### src/rtl/hslrgb_pkg.sv
`default_nettype none

package hslrgb_pkg;

    typedef struct packed {
        logic [15:0] hue;
        logic [16:0] saturation;
        logic [16:0] lightness;
    } t_hsl_in;

    typedef struct packed {
        logic [7:0]  red;
        logic [7:0]  green;
        logic [7:0]  blue;
        logic [31:0] packed_argb;
    } t_rgb_out;

    typedef enum logic [2:0] {
        SEXT_RY = 3'd0,
        SEXT_YG = 3'd1,
        SEXT_GC = 3'd2,
        SEXT_CB = 3'd3,
        SEXT_BM = 3'd4,
        SEXT_MR = 3'd5
    } t_sextant;

    localparam logic [7:0] ALPHA    = 8'hFF;
    localparam logic [7:0] CHAN_MAX = 8'hFF;

endpackage

`default_nettype wire

### src/rtl/hslrgb_mix.sv
`default_nettype none

module hslrgb_mix #(
    parameter int FRAC_BITS = 16
) (
    input  wire                      i_clk,
    input  wire                      i_rst_n,
    input  wire                      i_valid,
    output logic                     o_ready,
    input  wire hslrgb_pkg::t_hsl_in i_data,
    output logic                     o_valid,
    input  wire                      i_ready,
    output logic [2*FRAC_BITS:0]     o_v2,
    output logic [2*FRAC_BITS:0]     o_d,
    output hslrgb_pkg::t_sextant     o_sext,
    output logic [FRAC_BITS-1:0]     o_fract
);
    import hslrgb_pkg::*;

    localparam int SW = FRAC_BITS + 1;
    localparam int IW = (FRAC_BITS + 1 > 17) ? FRAC_BITS + 1 : 17;
    localparam int PW = 2 * FRAC_BITS + 2;
    localparam int VW = 2 * FRAC_BITS + 1;
    localparam int HW = FRAC_BITS + 3;
    localparam logic [IW-1:0] ONE_X  = IW'(1) << FRAC_BITS;
    localparam logic [SW-1:0] HALF_S = SW'(1) << (FRAC_BITS - 1);

    logic r_vld1, r_vld2, r_vld3;
    logic rdy1, rdy2, rdy3;

    logic [IW-1:0]        sat_x, lit_x, hue_x;
    logic [SW-1:0]        n_s, n_l;
    logic [HW-1:0]        h6;
    logic [FRAC_BITS-1:0] hue_f;

    logic [SW-1:0]        r1_s, r1_l;
    t_sextant             r1_sext;
    logic [FRAC_BITS-1:0] r1_fract;

    logic [PW-1:0]        n_p;
    logic [PW-1:0]        r2_p;
    logic [SW-1:0]        r2_s, r2_l;
    t_sextant             r2_sext;
    logic [FRAC_BITS-1:0] r2_fract;

    logic [PW-1:0]        lone, sone, v2w, dw;
    logic                 low;
    logic [VW-1:0]        r3_v2, r3_d;
    t_sextant             r3_sext;
    logic [FRAC_BITS-1:0] r3_fract;

    assign rdy3    = i_ready | ~r_vld3;
    assign rdy2    = rdy3 | ~r_vld2;
    assign rdy1    = rdy2 | ~r_vld1;
    assign o_ready = rdy1;

    // stage 1: clamp and hue split
    assign sat_x = IW'(i_data.saturation);
    assign lit_x = IW'(i_data.lightness);
    assign hue_x = IW'(i_data.hue);
    assign n_s   = (sat_x > ONE_X) ? ONE_X[SW-1:0] : sat_x[SW-1:0];
    assign n_l   = (lit_x > ONE_X) ? ONE_X[SW-1:0] : lit_x[SW-1:0];
    assign hue_f = hue_x[FRAC_BITS-1:0];
    assign h6    = (HW'(hue_f) << 2) + (HW'(hue_f) << 1);

    // stage 2: lightness times saturation
    assign n_p = PW'(r1_l) * PW'(r1_s);

    // stage 3: peak and spread
    assign lone = PW'(r2_l) << FRAC_BITS;
    assign sone = PW'(r2_s) << FRAC_BITS;
    assign low  = (r2_l <= HALF_S);
    assign v2w  = low ? (lone + r2_p) : (lone + sone - r2_p);
    assign dw   = low ? (r2_p << 1) : ((sone - r2_p) << 1);

    always_ff @(posedge i_clk) begin
        if (!i_rst_n) begin
            r_vld1 <= 1'b0;
            r_vld2 <= 1'b0;
            r_vld3 <= 1'b0;
        end else begin
            if (rdy1) r_vld1 <= i_valid;
            if (rdy2) r_vld2 <= r_vld1;
            if (rdy3) r_vld3 <= r_vld2;
        end
    end

    always_ff @(posedge i_clk) begin
        if (rdy1) begin
            r1_s     <= n_s;
            r1_l     <= n_l;
            r1_sext  <= t_sextant'(h6[HW-1:FRAC_BITS]);
            r1_fract <= h6[FRAC_BITS-1:0];
        end
        if (rdy2) begin
            r2_p     <= n_p;
            r2_s     <= r1_s;
            r2_l     <= r1_l;
            r2_sext  <= r1_sext;
            r2_fract <= r1_fract;
        end
        if (rdy3) begin
            r3_v2    <= v2w[VW-1:0];
            r3_d     <= dw[VW-1:0];
            r3_sext  <= r2_sext;
            r3_fract <= r2_fract;
        end
    end

    assign o_valid = r_vld3;
    assign o_v2    = r3_v2;
    assign o_d     = r3_d;
    assign o_sext  = r3_sext;
    assign o_fract = r3_fract;

    a_spread_below_peak: assert property (@(posedge i_clk) disable iff (!i_rst_n)
        r_vld3 |-> (r3_d <= r3_v2))
        else $error("spread exceeds peak value");

endmodule

`default_nettype wire

### src/rtl/hslrgb_sel.sv
`default_nettype none

module hslrgb_sel #(
    parameter int FRAC_BITS = 16
) (
    input  wire                          i_clk,
    input  wire                          i_rst_n,
    input  wire                          i_valid,
    output logic                         o_ready,
    input  wire [2*FRAC_BITS:0]          i_v2,
    input  wire [2*FRAC_BITS:0]          i_d,
    input  wire hslrgb_pkg::t_sextant    i_sext,
    input  wire [FRAC_BITS-1:0]          i_fract,
    output logic                         o_valid,
    input  wire                          i_ready,
    output logic [2:0][2*FRAC_BITS:0]    o_chan
);
    import hslrgb_pkg::*;

    localparam int VW = 2 * FRAC_BITS + 1;
    localparam logic [VW-1:0] ONE_SQ = VW'(1) << (2 * FRAC_BITS);

    logic rdy4, rdy5;
    logic r_vld4, r_vld5;

    logic [VW-1:0]          n_pa;
    logic [2*FRAC_BITS-1:0] n_pb;
    logic [VW-1:0]          r4_pa;
    logic [FRAC_BITS-1:0]   r4_pb;
    logic [VW-1:0]          r4_v2, r4_m2;
    t_sextant               r4_sext;

    logic [VW-1:0]          vsf, mid1, mid2;
    logic [2:0][VW-1:0]     n_chan;
    logic [2:0][VW-1:0]     r5_chan;

    assign rdy5    = i_ready | ~r_vld5;
    assign rdy4    = rdy5 | ~r_vld4;
    assign o_ready = rdy4;

    // stage 4: spread times hue fraction, split in two halves
    assign n_pa = VW'(i_d[VW-1:FRAC_BITS]) * VW'(i_fract);
    assign n_pb = (2*FRAC_BITS)'(i_d[FRAC_BITS-1:0]) * (2*FRAC_BITS)'(i_fract);

    // stage 5: ramps and channel order
    assign vsf  = r4_pa + VW'(r4_pb);
    assign mid1 = r4_m2 + vsf;
    assign mid2 = r4_v2 - vsf;

    always_comb begin
        unique case (r4_sext)
            SEXT_RY: n_chan = {r4_m2, mid1,  r4_v2};
            SEXT_YG: n_chan = {r4_m2, r4_v2, mid2};
            SEXT_GC: n_chan = {mid1,  r4_v2, r4_m2};
            SEXT_CB: n_chan = {r4_v2, mid2,  r4_m2};
            SEXT_BM: n_chan = {r4_v2, r4_m2, mid1};
            default: n_chan = {mid2,  r4_m2, r4_v2};
        endcase
    end

    always_ff @(posedge i_clk) begin
        if (!i_rst_n) begin
            r_vld4 <= 1'b0;
            r_vld5 <= 1'b0;
        end else begin
            if (rdy4) r_vld4 <= i_valid;
            if (rdy5) r_vld5 <= r_vld4;
        end
    end

    always_ff @(posedge i_clk) begin
        if (rdy4) begin
            r4_pa   <= n_pa;
            r4_pb   <= n_pb[2*FRAC_BITS-1:FRAC_BITS];
            r4_v2   <= i_v2;
            r4_m2   <= i_v2 - i_d;
            r4_sext <= i_sext;
        end
        if (rdy5) begin
            r5_chan <= n_chan;
        end
    end

    assign o_valid = r_vld5;
    assign o_chan  = r5_chan;

    a_chan_in_range: assert property (@(posedge i_clk) disable iff (!i_rst_n)
        r_vld5 |-> (r5_chan[0] <= ONE_SQ && r5_chan[1] <= ONE_SQ && r5_chan[2] <= ONE_SQ))
        else $error("channel above full scale");

endmodule

`default_nettype wire

### src/rtl/hslrgb_out.sv
`default_nettype none

module hslrgb_out #(
    parameter int FRAC_BITS = 16
) (
    input  wire                          i_clk,
    input  wire                          i_rst_n,
    input  wire                          i_valid,
    output logic                         o_ready,
    input  wire [2:0][2*FRAC_BITS:0]     i_chan,
    output logic                         o_valid,
    input  wire                          i_ready,
    output hslrgb_pkg::t_rgb_out         o_data
);
    import hslrgb_pkg::*;

    localparam int VW = 2 * FRAC_BITS + 1;
    localparam int SCW = VW + 8;

    logic              rdy6;
    logic              r_vld6;
    logic [2:0][SCW-1:0] scaled;
    logic [2:0][7:0]   byte_c;
    t_rgb_out          n_data, r_data;

    assign rdy6    = i_ready | ~r_vld6;
    assign o_ready = rdy6;

    // times 255, drop the fraction, saturate
    always_comb begin
        for (int k = 0; k < 3; k++) begin
            scaled[k] = (SCW'(i_chan[k]) << 8) - SCW'(i_chan[k]);
            byte_c[k] = (scaled[k][SCW-1:2*FRAC_BITS] > 9'(CHAN_MAX))
                      ? CHAN_MAX : scaled[k][2*FRAC_BITS+7:2*FRAC_BITS];
        end
        n_data.red         = byte_c[0];
        n_data.green       = byte_c[1];
        n_data.blue        = byte_c[2];
        n_data.packed_argb = {ALPHA, byte_c[0], byte_c[1], byte_c[2]};
    end

    always_ff @(posedge i_clk) begin
        if (!i_rst_n) begin
            r_vld6 <= 1'b0;
        end else if (rdy6) begin
            r_vld6 <= i_valid;
        end
    end

    always_ff @(posedge i_clk) begin
        if (rdy6) begin
            r_data <= n_data;
        end
    end

    assign o_valid = r_vld6;
    assign o_data  = r_data;

endmodule

`default_nettype wire

### src/rtl/hsl_to_rgb_converter_top.sv
// channel   direction  handshake                      payload
// in        sink       i_in_valid / o_in_ready        i_in_data   (hue, saturation, lightness)
// out       source     o_out_valid / i_out_ready      o_out_data  (red, green, blue, packed_argb)
//
// one transaction per clock sustained while the output is not stalled
// six register stages: clamp, l*s multiply, v/d add, d*fract multiply, select, scale
// reset clears only the stage valid bits
// ready ripples back stage by stage, so empty stages fill while the output stalls
// in_ready drops only when all six stages hold a transaction
`default_nettype none

module hsl_to_rgb_converter_top #(
    parameter int FRAC_BITS = 16
) (
    input  wire                       i_clk,
    input  wire                       i_rst_n,
    input  wire                       i_in_valid,
    output logic                      o_in_ready,
    input  wire hslrgb_pkg::t_hsl_in  i_in_data,
    output logic                      o_out_valid,
    input  wire                       i_out_ready,
    output hslrgb_pkg::t_rgb_out      o_out_data
);
    import hslrgb_pkg::*;

    localparam int VW = 2 * FRAC_BITS + 1;

    logic                 mix_valid, mix_ready;
    logic [VW-1:0]        mix_v2, mix_d;
    t_sextant             mix_sext;
    logic [FRAC_BITS-1:0] mix_fract;

    logic                 sel_valid, sel_ready;
    logic [2:0][VW-1:0]   sel_chan;

    hslrgb_mix #(.FRAC_BITS(FRAC_BITS)) u_mix (
        .i_clk   (i_clk),
        .i_rst_n (i_rst_n),
        .i_valid (i_in_valid),
        .o_ready (o_in_ready),
        .i_data  (i_in_data),
        .o_valid (mix_valid),
        .i_ready (mix_ready),
        .o_v2    (mix_v2),
        .o_d     (mix_d),
        .o_sext  (mix_sext),
        .o_fract (mix_fract)
    );

    hslrgb_sel #(.FRAC_BITS(FRAC_BITS)) u_sel (
        .i_clk   (i_clk),
        .i_rst_n (i_rst_n),
        .i_valid (mix_valid),
        .o_ready (mix_ready),
        .i_v2    (mix_v2),
        .i_d     (mix_d),
        .i_sext  (mix_sext),
        .i_fract (mix_fract),
        .o_valid (sel_valid),
        .i_ready (sel_ready),
        .o_chan  (sel_chan)
    );

    hslrgb_out #(.FRAC_BITS(FRAC_BITS)) u_out (
        .i_clk   (i_clk),
        .i_rst_n (i_rst_n),
        .i_valid (sel_valid),
        .o_ready (sel_ready),
        .i_chan  (sel_chan),
        .o_valid (o_out_valid),
        .i_ready (i_out_ready),
        .o_data  (o_out_data)
    );

    a_stall_only_when_full: assert property (@(posedge i_clk) disable iff (!i_rst_n)
        !o_in_ready |-> (o_out_valid && !i_out_ready && sel_valid && mix_valid))
        else $error("input stalled with room in the pipeline");

endmodule

`default_nettype wire

### config.mk
export PLATFORM = sky130hd
export DESIGN_NAME = hsl_to_rgb_converter_top
export DESIGN_NICKNAME = d
export VERILOG_FILES = /design/src/rtl/hslrgb_pkg.sv /design/src/rtl/hslrgb_mix.sv /design/src/rtl/hslrgb_sel.sv /design/src/rtl/hslrgb_out.sv /design/src/rtl/hsl_to_rgb_converter_top.sv
export SDC_FILE = /design/constraint.sdc
export NUM_CORES = 2
export LEC_CHECK = 0
export ABC_AREA = 1
export BUFFER_PORTS_ARGS = -buffer_cell sky130_fd_sc_hd__buf_2
export CAP_MARGIN = 40
export CORE_MARGIN = 3
export CORE_UTILIZATION = 35
export CTS_BUF_LIST = sky130_fd_sc_hd__clkbuf_4 sky130_fd_sc_hd__clkbuf_8
export CTS_CLUSTER_SIZE = 40
export DETAILED_ROUTE_END_ITERATION = 10
export SYNTH_ARGS = -nofsm -noshare
export SYNTH_HDL_FRONTEND = slang
export SYNTH_SLANG_ARGS = --single-unit
export TNS_END_PERCENT = 100
### constraint.sdc
create_clock -name i_clk -period 9 [get_ports i_clk]
set_input_delay 0.45 -clock i_clk [delete_from_list [all_inputs] [get_ports i_clk]]
set_output_delay 0.45 -clock i_clk [all_outputs]
set_load 0.05 [all_outputs]
* Word level (Yosys, flattened, before mapping)
Cells that the tools add are included.
Widths: inputs -> output; s select.
** Cells by class
- Add/sub/neg operators :: 12
- $mul :: 3
- Magnitude comparators :: 6
- Equal/unequal tests :: 4
- Multiplexer cells :: 6
- Bitwise operators :: 12
- Reduce and logical (&&, ||, !) cells :: 1
** Operator list (count)
- $pmux 99 s5 :: 1
- $sub 41x33->41 :: 3
- $add 33x33->33 :: 3
- $sub 33x33->33 :: 3
- $mux 33 :: 2
- $gt 17x17->1 const B :: 2
- $add 33x16->33 :: 1
- $mul 17x16->33 :: 1
- $mul 17x17->33 :: 1
- $mul 16x16->32 :: 1
- $sub 32x32->32 :: 1
- $gt 9x8->1 const B :: 3
- $mux 8 :: 3
- $add 18x17->19 :: 1
- $le 17x16->1 const B :: 1
- $eq 3x2->1 const B :: 2
- $not 1->1 :: 6
- $or 1x1->1 :: 6
- $eq 3x1->1 const B :: 1
- $eq 3x3->1 const B :: 1
- $logic_not 3->1 :: 1
** Storage, ports and cells
- Register bits :: 495
- Input bits :: 54
- Output and inout port bits :: 58
- Word-level logic and storage cells :: 75

* Longest topological paths before layout
- Word-level depth :: 7
- Gate-level depth with buffers :: 28
- Depth with buffers taken out :: 27

* Cells and area by module
Synthesis repeated with hierarchy kept, for this count alone.
** Second synthesis, totals
- Cell total of the unflattened synthesis :: 8744
- Area, all modules :: 64383.0 µm²
** Modules (own cells, without submodules)
- hslrgb_sel :: times used 1, cells an instance 4405, area each 34111.5 µm², seq. area each 6556.3 µm²
- hslrgb_mix :: times used 1, cells an instance 2913, area each 23000.8 µm², seq. area each 6396.1 µm²
- hslrgb_out :: times used 1, cells an instance 1426, area each 7270.7 µm², seq. area each 740.7 µm²

* Worst setup path after synthesis
OpenSTA, ideal clock, no wires.
- Path kind :: register to register
- From :: register u_out.r_vld6 (netlist: u_out.o_valid)
- To :: register u_mix.r2_fract[10], enable pin
- Library setup time :: 439 ps
- Data arrival time :: 9174 ps
- Slack :: -613 ps
- Cell stages (with the launch flop) :: 12
- Buffers on the path :: 0
- Period minus slack after synthesis :: 9613 ps
- Cells stage by stage :: dfxtp_1 > inv_1 > nor2_1 > inv_1 > nor2_1 > inv_1 > nor2_1 > inv_1 > nor2_1 > inv_1 > nor2_1 > inv_1
** On the way
- Word-level cells in the longest chain between the ends :: 6
** Ends and longest elaborated chain
- start, declared :: RTL line hslrgb_out.sv:21 : logic r_vld6;
- start signal, assigned :: RTL line hslrgb_out.sv:46 : r_vld6 <= i_valid;
- $not 1->1 :: RTL line hslrgb_out.sv:26 : assign rdy6 = i_ready | ~r_vld6;
- $or 1x1->1 :: RTL line hslrgb_out.sv:26
- net sel_ready :: RTL line hsl_to_rgb_converter_top.sv:33 : logic sel_valid, sel_ready;
- $or 1x1->1 :: RTL line hslrgb_sel.sv:37 : assign rdy5 = i_ready | ~r_vld5;
- net u_sel.rdy5 :: RTL line hslrgb_sel.sv:23 : logic rdy4, rdy5;
- $or 1x1->1 :: RTL line hslrgb_sel.sv:38 : assign rdy4 = rdy5 | ~r_vld4;
- net mix_ready :: RTL line hsl_to_rgb_converter_top.sv:28 : logic mix_valid, mix_ready;
- $or 1x1->1 :: RTL line hslrgb_mix.sv:52 : assign rdy3 = i_ready | ~r_vld3;
- net u_mix.rdy3 :: RTL line hslrgb_mix.sv:29 : logic rdy1, rdy2, rdy3;
- $or 1x1->1 :: RTL line hslrgb_mix.sv:53 : assign rdy2 = rdy3 | ~r_vld2;
- net u_mix.rdy2 :: RTL line hslrgb_mix.sv:29
- end signal, assigned :: RTL line hslrgb_mix.sv:100 : r2_fract <= r1_fract;
- end, declared :: RTL line hslrgb_mix.sv:44 : logic [FRAC_BITS-1:0] r2_fract;
The timed path passes the listed nets, and every way through them passes these cells.
A chain may end at the register's enable or synchronous reset.

* Worst setup path after layout
- From :: register u_mix.r3_fract[12] (netlist: u_mix.o_fract[12])
- To :: register u_sel.r4_pb[15], data pin
** On the way
- Word-level cells in the longest chain between the ends :: 1
** Ends and longest elaborated chain
- start, declared :: RTL line hslrgb_mix.sv:50 : logic [FRAC_BITS-1:0] r3_fract;
- start signal, assigned :: RTL line hslrgb_mix.sv:106 : r3_fract <= r2_fract;
- $mul 16x16->32 :: RTL line hslrgb_sel.sv:43 : assign n_pb = (2*FRAC_BITS)'(i_d[FRAC_BITS-1:0]) * (2*FRAC_BITS)'(i_fract);
- net u_sel.n_pb[31] :: RTL line hslrgb_sel.sv:27 : logic [2*FRAC_BITS-1:0] n_pb;
- end signal, assigned :: RTL line hslrgb_sel.sv:74 : r4_pb <= n_pb[2*FRAC_BITS-1:FRAC_BITS];
- end, declared :: RTL line hslrgb_sel.sv:29 : logic [FRAC_BITS-1:0] r4_pb;
The timed path passes the listed nets, and every way through them passes these cells.

==> qor.json <==
{
  "outcome": {
    "outcome": "finished clean"
  },
  "floorplan": {
    "design.core.area_um2": 167600,
    "floorplan.die_area_um2": 174200,
    "chipWidth_um": 417.4,
    "die_h_um": 417.4,
    "initial_core_util_pct": 35.35,
    "core.rowCount": 150,
    "num_io_pins": 112
  },
  "clock_tree": {
    "insertion_delay_ns": 0.79,
    "cts_repair_resize_count": 0,
    "cts-root-to-sink-buffers": 3,
    "cts_made_buffers": 82,
    "clk_root_buffer_cell": "clkbuf_8",
    "clock-sinks": 456,
    "htreeDepth": 3,
    "cts_hold_repair.buffers": 34,
    "tritoncts_clock_tree": "built",
    "post_cts_buffers": 0,
    "clk_transition_reported_paths_ns": 0.08
  },
  "logic_synthesis": {
    "synth_fa_ha_area_share_pct": 32.77,
    "synth.most_common_cell": "inv_1",
    "yosys_register_bits": 456,
    "yosys-top-cells-area": "edfxtp_1 (23%), fa_1 (20%), ha_1 (12%)",
    "syn_area_um2": 59240,
    "netlist.area_leader.share_pct": 22.81,
    "synth-compound-area-share_pct": 8.858,
    "yosys.area_share.xor_xnor_pct": 3.421,
    "gate_count_after_technology_mapping": 7484,
    "synth.mux.area_fraction_pct": 0,
    "post_synth_and_or_nand_nor_area_fraction_pct": 18.86,
    "asyncSetResetFlopFracSynth_pct": 0,
    "seq_area_frac_synth_pct": 23.01,
    "yosys_most_used_dff": "edfxtp_1",
    "library_cell_occupying_the_most_area_in_the_post_synthesis_netlist": "edfxtp_1",
    "main_combinational_cell_family_by_area_after_synthesis": "adder cells",
    "netlist_top_cells_count": "inv_1 (1,753), nand2_1 (1,752), fa_1 (606), ha_1 (582), edfxtp_1 (450)",
    "ys_warn_count": 0,
    "synth.distinct_cells": 66,
    "syn_area_per_cell_um2": 7.916,
    "synth_enable_flop_cells": 450
  },
  "drt": {
    "antenna_violating_nets_post_route": 0,
    "vias_per_cell": 5.019,
    "routedWlPerCell_um": 19.20,
    "drt-initial-drc-count": 3790,
    "detail_route.wirelength_um": 188300,
    "dr_total_vias": 49240,
    "detail_route.first_pass.iterations": 6,
    "detail_route.drc_violations": 0
  },
  "critical_path": {
    "kind_of_start_point_of_the_critical_path": "flip-flop",
    "worstSetupEndpointType": "flip-flop",
    "path_max_fanout": 19,
    "reg2reg_slack_ns": 2.68,
    "critPathKind": "reg2reg",
    "crit_required_ns": 9.49,
    "arrival_time_worst_endpoint_ns": 6.81
  },
  "place": {
    "place.port_buffers": 103,
    "dp_hpwl_um": 154200,
    "place.gp.congestion": 0.9958
  },
  "sta": {
    "finalCriticalPeriod_ns": 6.323,
    "max_freq_ghz": 0.1582,
    "min_period_over_period_pct": 70.25,
    "setup-tns-final_ns": 0,
    "finalSetupViolations": 0,
    "skew_ns": 0.04954,
    "finalMaxSlewViolations": 0,
    "hold_violations": 0,
    "maxSlewHeadroom_pct": 33.55,
    "slew_at_the_pin_closest_to_its_max_slew_limit_ns": 0.9968,
    "rsz0062_at_grt": "no"
  },
  "global_route": {
    "vias_in_the_first_global_route": 50220,
    "grt_antenna_before_repair": 4,
    "grt.total_usage_pct": 21.58,
    "grt_overflow_total": 0,
    "grt_first_pass_wirelength_um": 290400,
    "grt_start_max_net_pins": 72
  },
  "layout": {
    "area_growth_syn_to_layout_pct": 8.889,
    "filler_cell_count": 17270,
    "final_layout_size_suffix_gt1_share_pct": 5.458,
    "num-nets-final": 8778
  },
  "run": {
    "max_cap_violations": 0
  },
  "hold_path": {
    "hold_class": "in2reg"
  }
}
## final timing paths
kind / startpoint / to / cells past startpoint
max: u_mix.o_fract[12] / u_sel.r4_pb[15] / 20
min: i_in_data[20] / u_mix.r1_s[3] / 3
max reg2reg: u_mix.o_fract[12] / u_sel.r4_pb[15] / 20
min reg2reg: u_mix.r2_fract[12] / u_mix.o_fract[12] / 0
## cell usage in the layout, fill, tap and decap left out, types with 12 or more instances in the layout
cell / instances
nand2_1: 1750
inv_1: 1749
fa_1: 606
ha_1: 582
edfxtp_1: 450
a21oi_1: 384
nor2_1: 371
nand3_1: 270
o21ai_0: 205
xor2_1: 160
buf_2: 104
nand4_1: 99
clkbuf_8: 83
nor3_1: 68
xnor2_1: 64
buf_4: 57
nor4_1: 44
o21ai_1: 43
a21o_1: 38
dlygate4sd3_1: 34
o21bai_1: 32
clkinv_2: 27
nand3b_1: 26
a22oi_1: 23
a221oi_1: 22
a31oi_1: 21
o2111ai_1: 19
buf_16: 18
inv_2: 16
o21a_1: 15
o211ai_1: 15
clkinv_1: 14
clkinvlp_4: 12
nand2_2: 12
o22ai_1: 12
## registers in the layout, indices dropped and copies added (netlist names), 3 cells and up
signal / cells
u_sel.o_chan: 99
u_mix.r2_sext: 3
u_sel.r4_pa: 32
u_mix.r2_fract: 15
u_mix.o_v2: 33
u_mix.r1_fract: 15
u_sel.r4_m2: 33
u_mix.o_sext: 3
u_mix.r2_l: 17
u_mix.r2_p: 33
u_mix.o_d: 23
u_sel.r4_sext: 3
u_mix.r1_l: 17
u_mix.r1_s: 17
u_out.o_data: 24
u_sel.r4_pb: 16
u_mix.o_fract: 15
u_mix.r1_sext: 3
u_mix.r2_s: 17
u_sel.r4_v2: 32
## per-layer routing
layer	wire, um	vias to the layer above	global-route usage, %	part of all wire [%]
met1	79700	23710	27.82	42
met3	11110	313	2.746	5.9
met5	13	-	0	0.0069
met4	6542	2	7.161	3.5
li1	-	23510	-	-
met2	90970	1709	37.39	48
## worst max-delay path, stage by stage, from the launching register on
cell	delay, ns
edfxtp_1	0.91
buf_4	0.44
nand2_1	0.11
fa_1	0.50
inv_1	0.06
fa_1	0.57
fa_1	0.44
fa_1	0.49
fa_1	0.50
inv_1	0.05
fa_1	0.47
inv_1	0.04
ha_1	0.36
nand2_1	0.13
nor2_1	0.12
inv_1	0.06
nor3_1	0.26
nand3_1	0.11
nand3_1	0.14
a31oi_1	0.12
xor2_1	0.16
## cells by family (layout without fill, tap and decap cells)
| kind of cell | count (synthesis) | after routing |
|---|---|---|
| adders and majority gates | 1188 | 1188 |
| DFF | 456 | 456 |
| AOI/OAI and AO/OA | 899 | 899 |
| xor gates and xnor gates | 228 | 228 |
| other | 1 | 13 |
| buffers and inverters | 2026 | 2138 |
| and+or+nand+nor | 2686 | 2686 |
## per-stage QoR
| step | area (um^2) | setup WS, ns | instances | util, % | hold slack (ns) |
|---|---|---|---|---|---|
| 5_1_grt | 64500 | 2.337 | 9808 | 38.48 | 0.05046 |
| 2_1_floorplan | 59270 | 0.2851 | 7491 | - | 0.4003 |
| 3_5_place_dp | 62460 | 2.734 | 9622 | 37.27 | 0.4045 |
| 3_3_place_gp | 61890 | 2.752 | 9598 | 36.93 | 0.4012 |
| 4_1_cts | 64500 | 2.698 | 9807 | 38.48 | 0.003421 |
| 6_report | 64510 | 2.677 | 9812 | 38.49 | 0.09029 |
## layout make-up
type	instances	area, um^2	share of cell area, %
multi-input cells	5009	37910	58.76
flip-flops and latches	456	13630	21.13
inverters	1770	6653	10.31
well taps	2204	2758	4.275
repair buffers	217	1849	2.867
clock buffers	90	1195	1.852
clock inverters	61	501.7	0.7778
diodes	5	12.51	0.01940
Power is not shown: default switching activity piles up to over one toggle a cycle in this logic, so the estimate is an artifact.
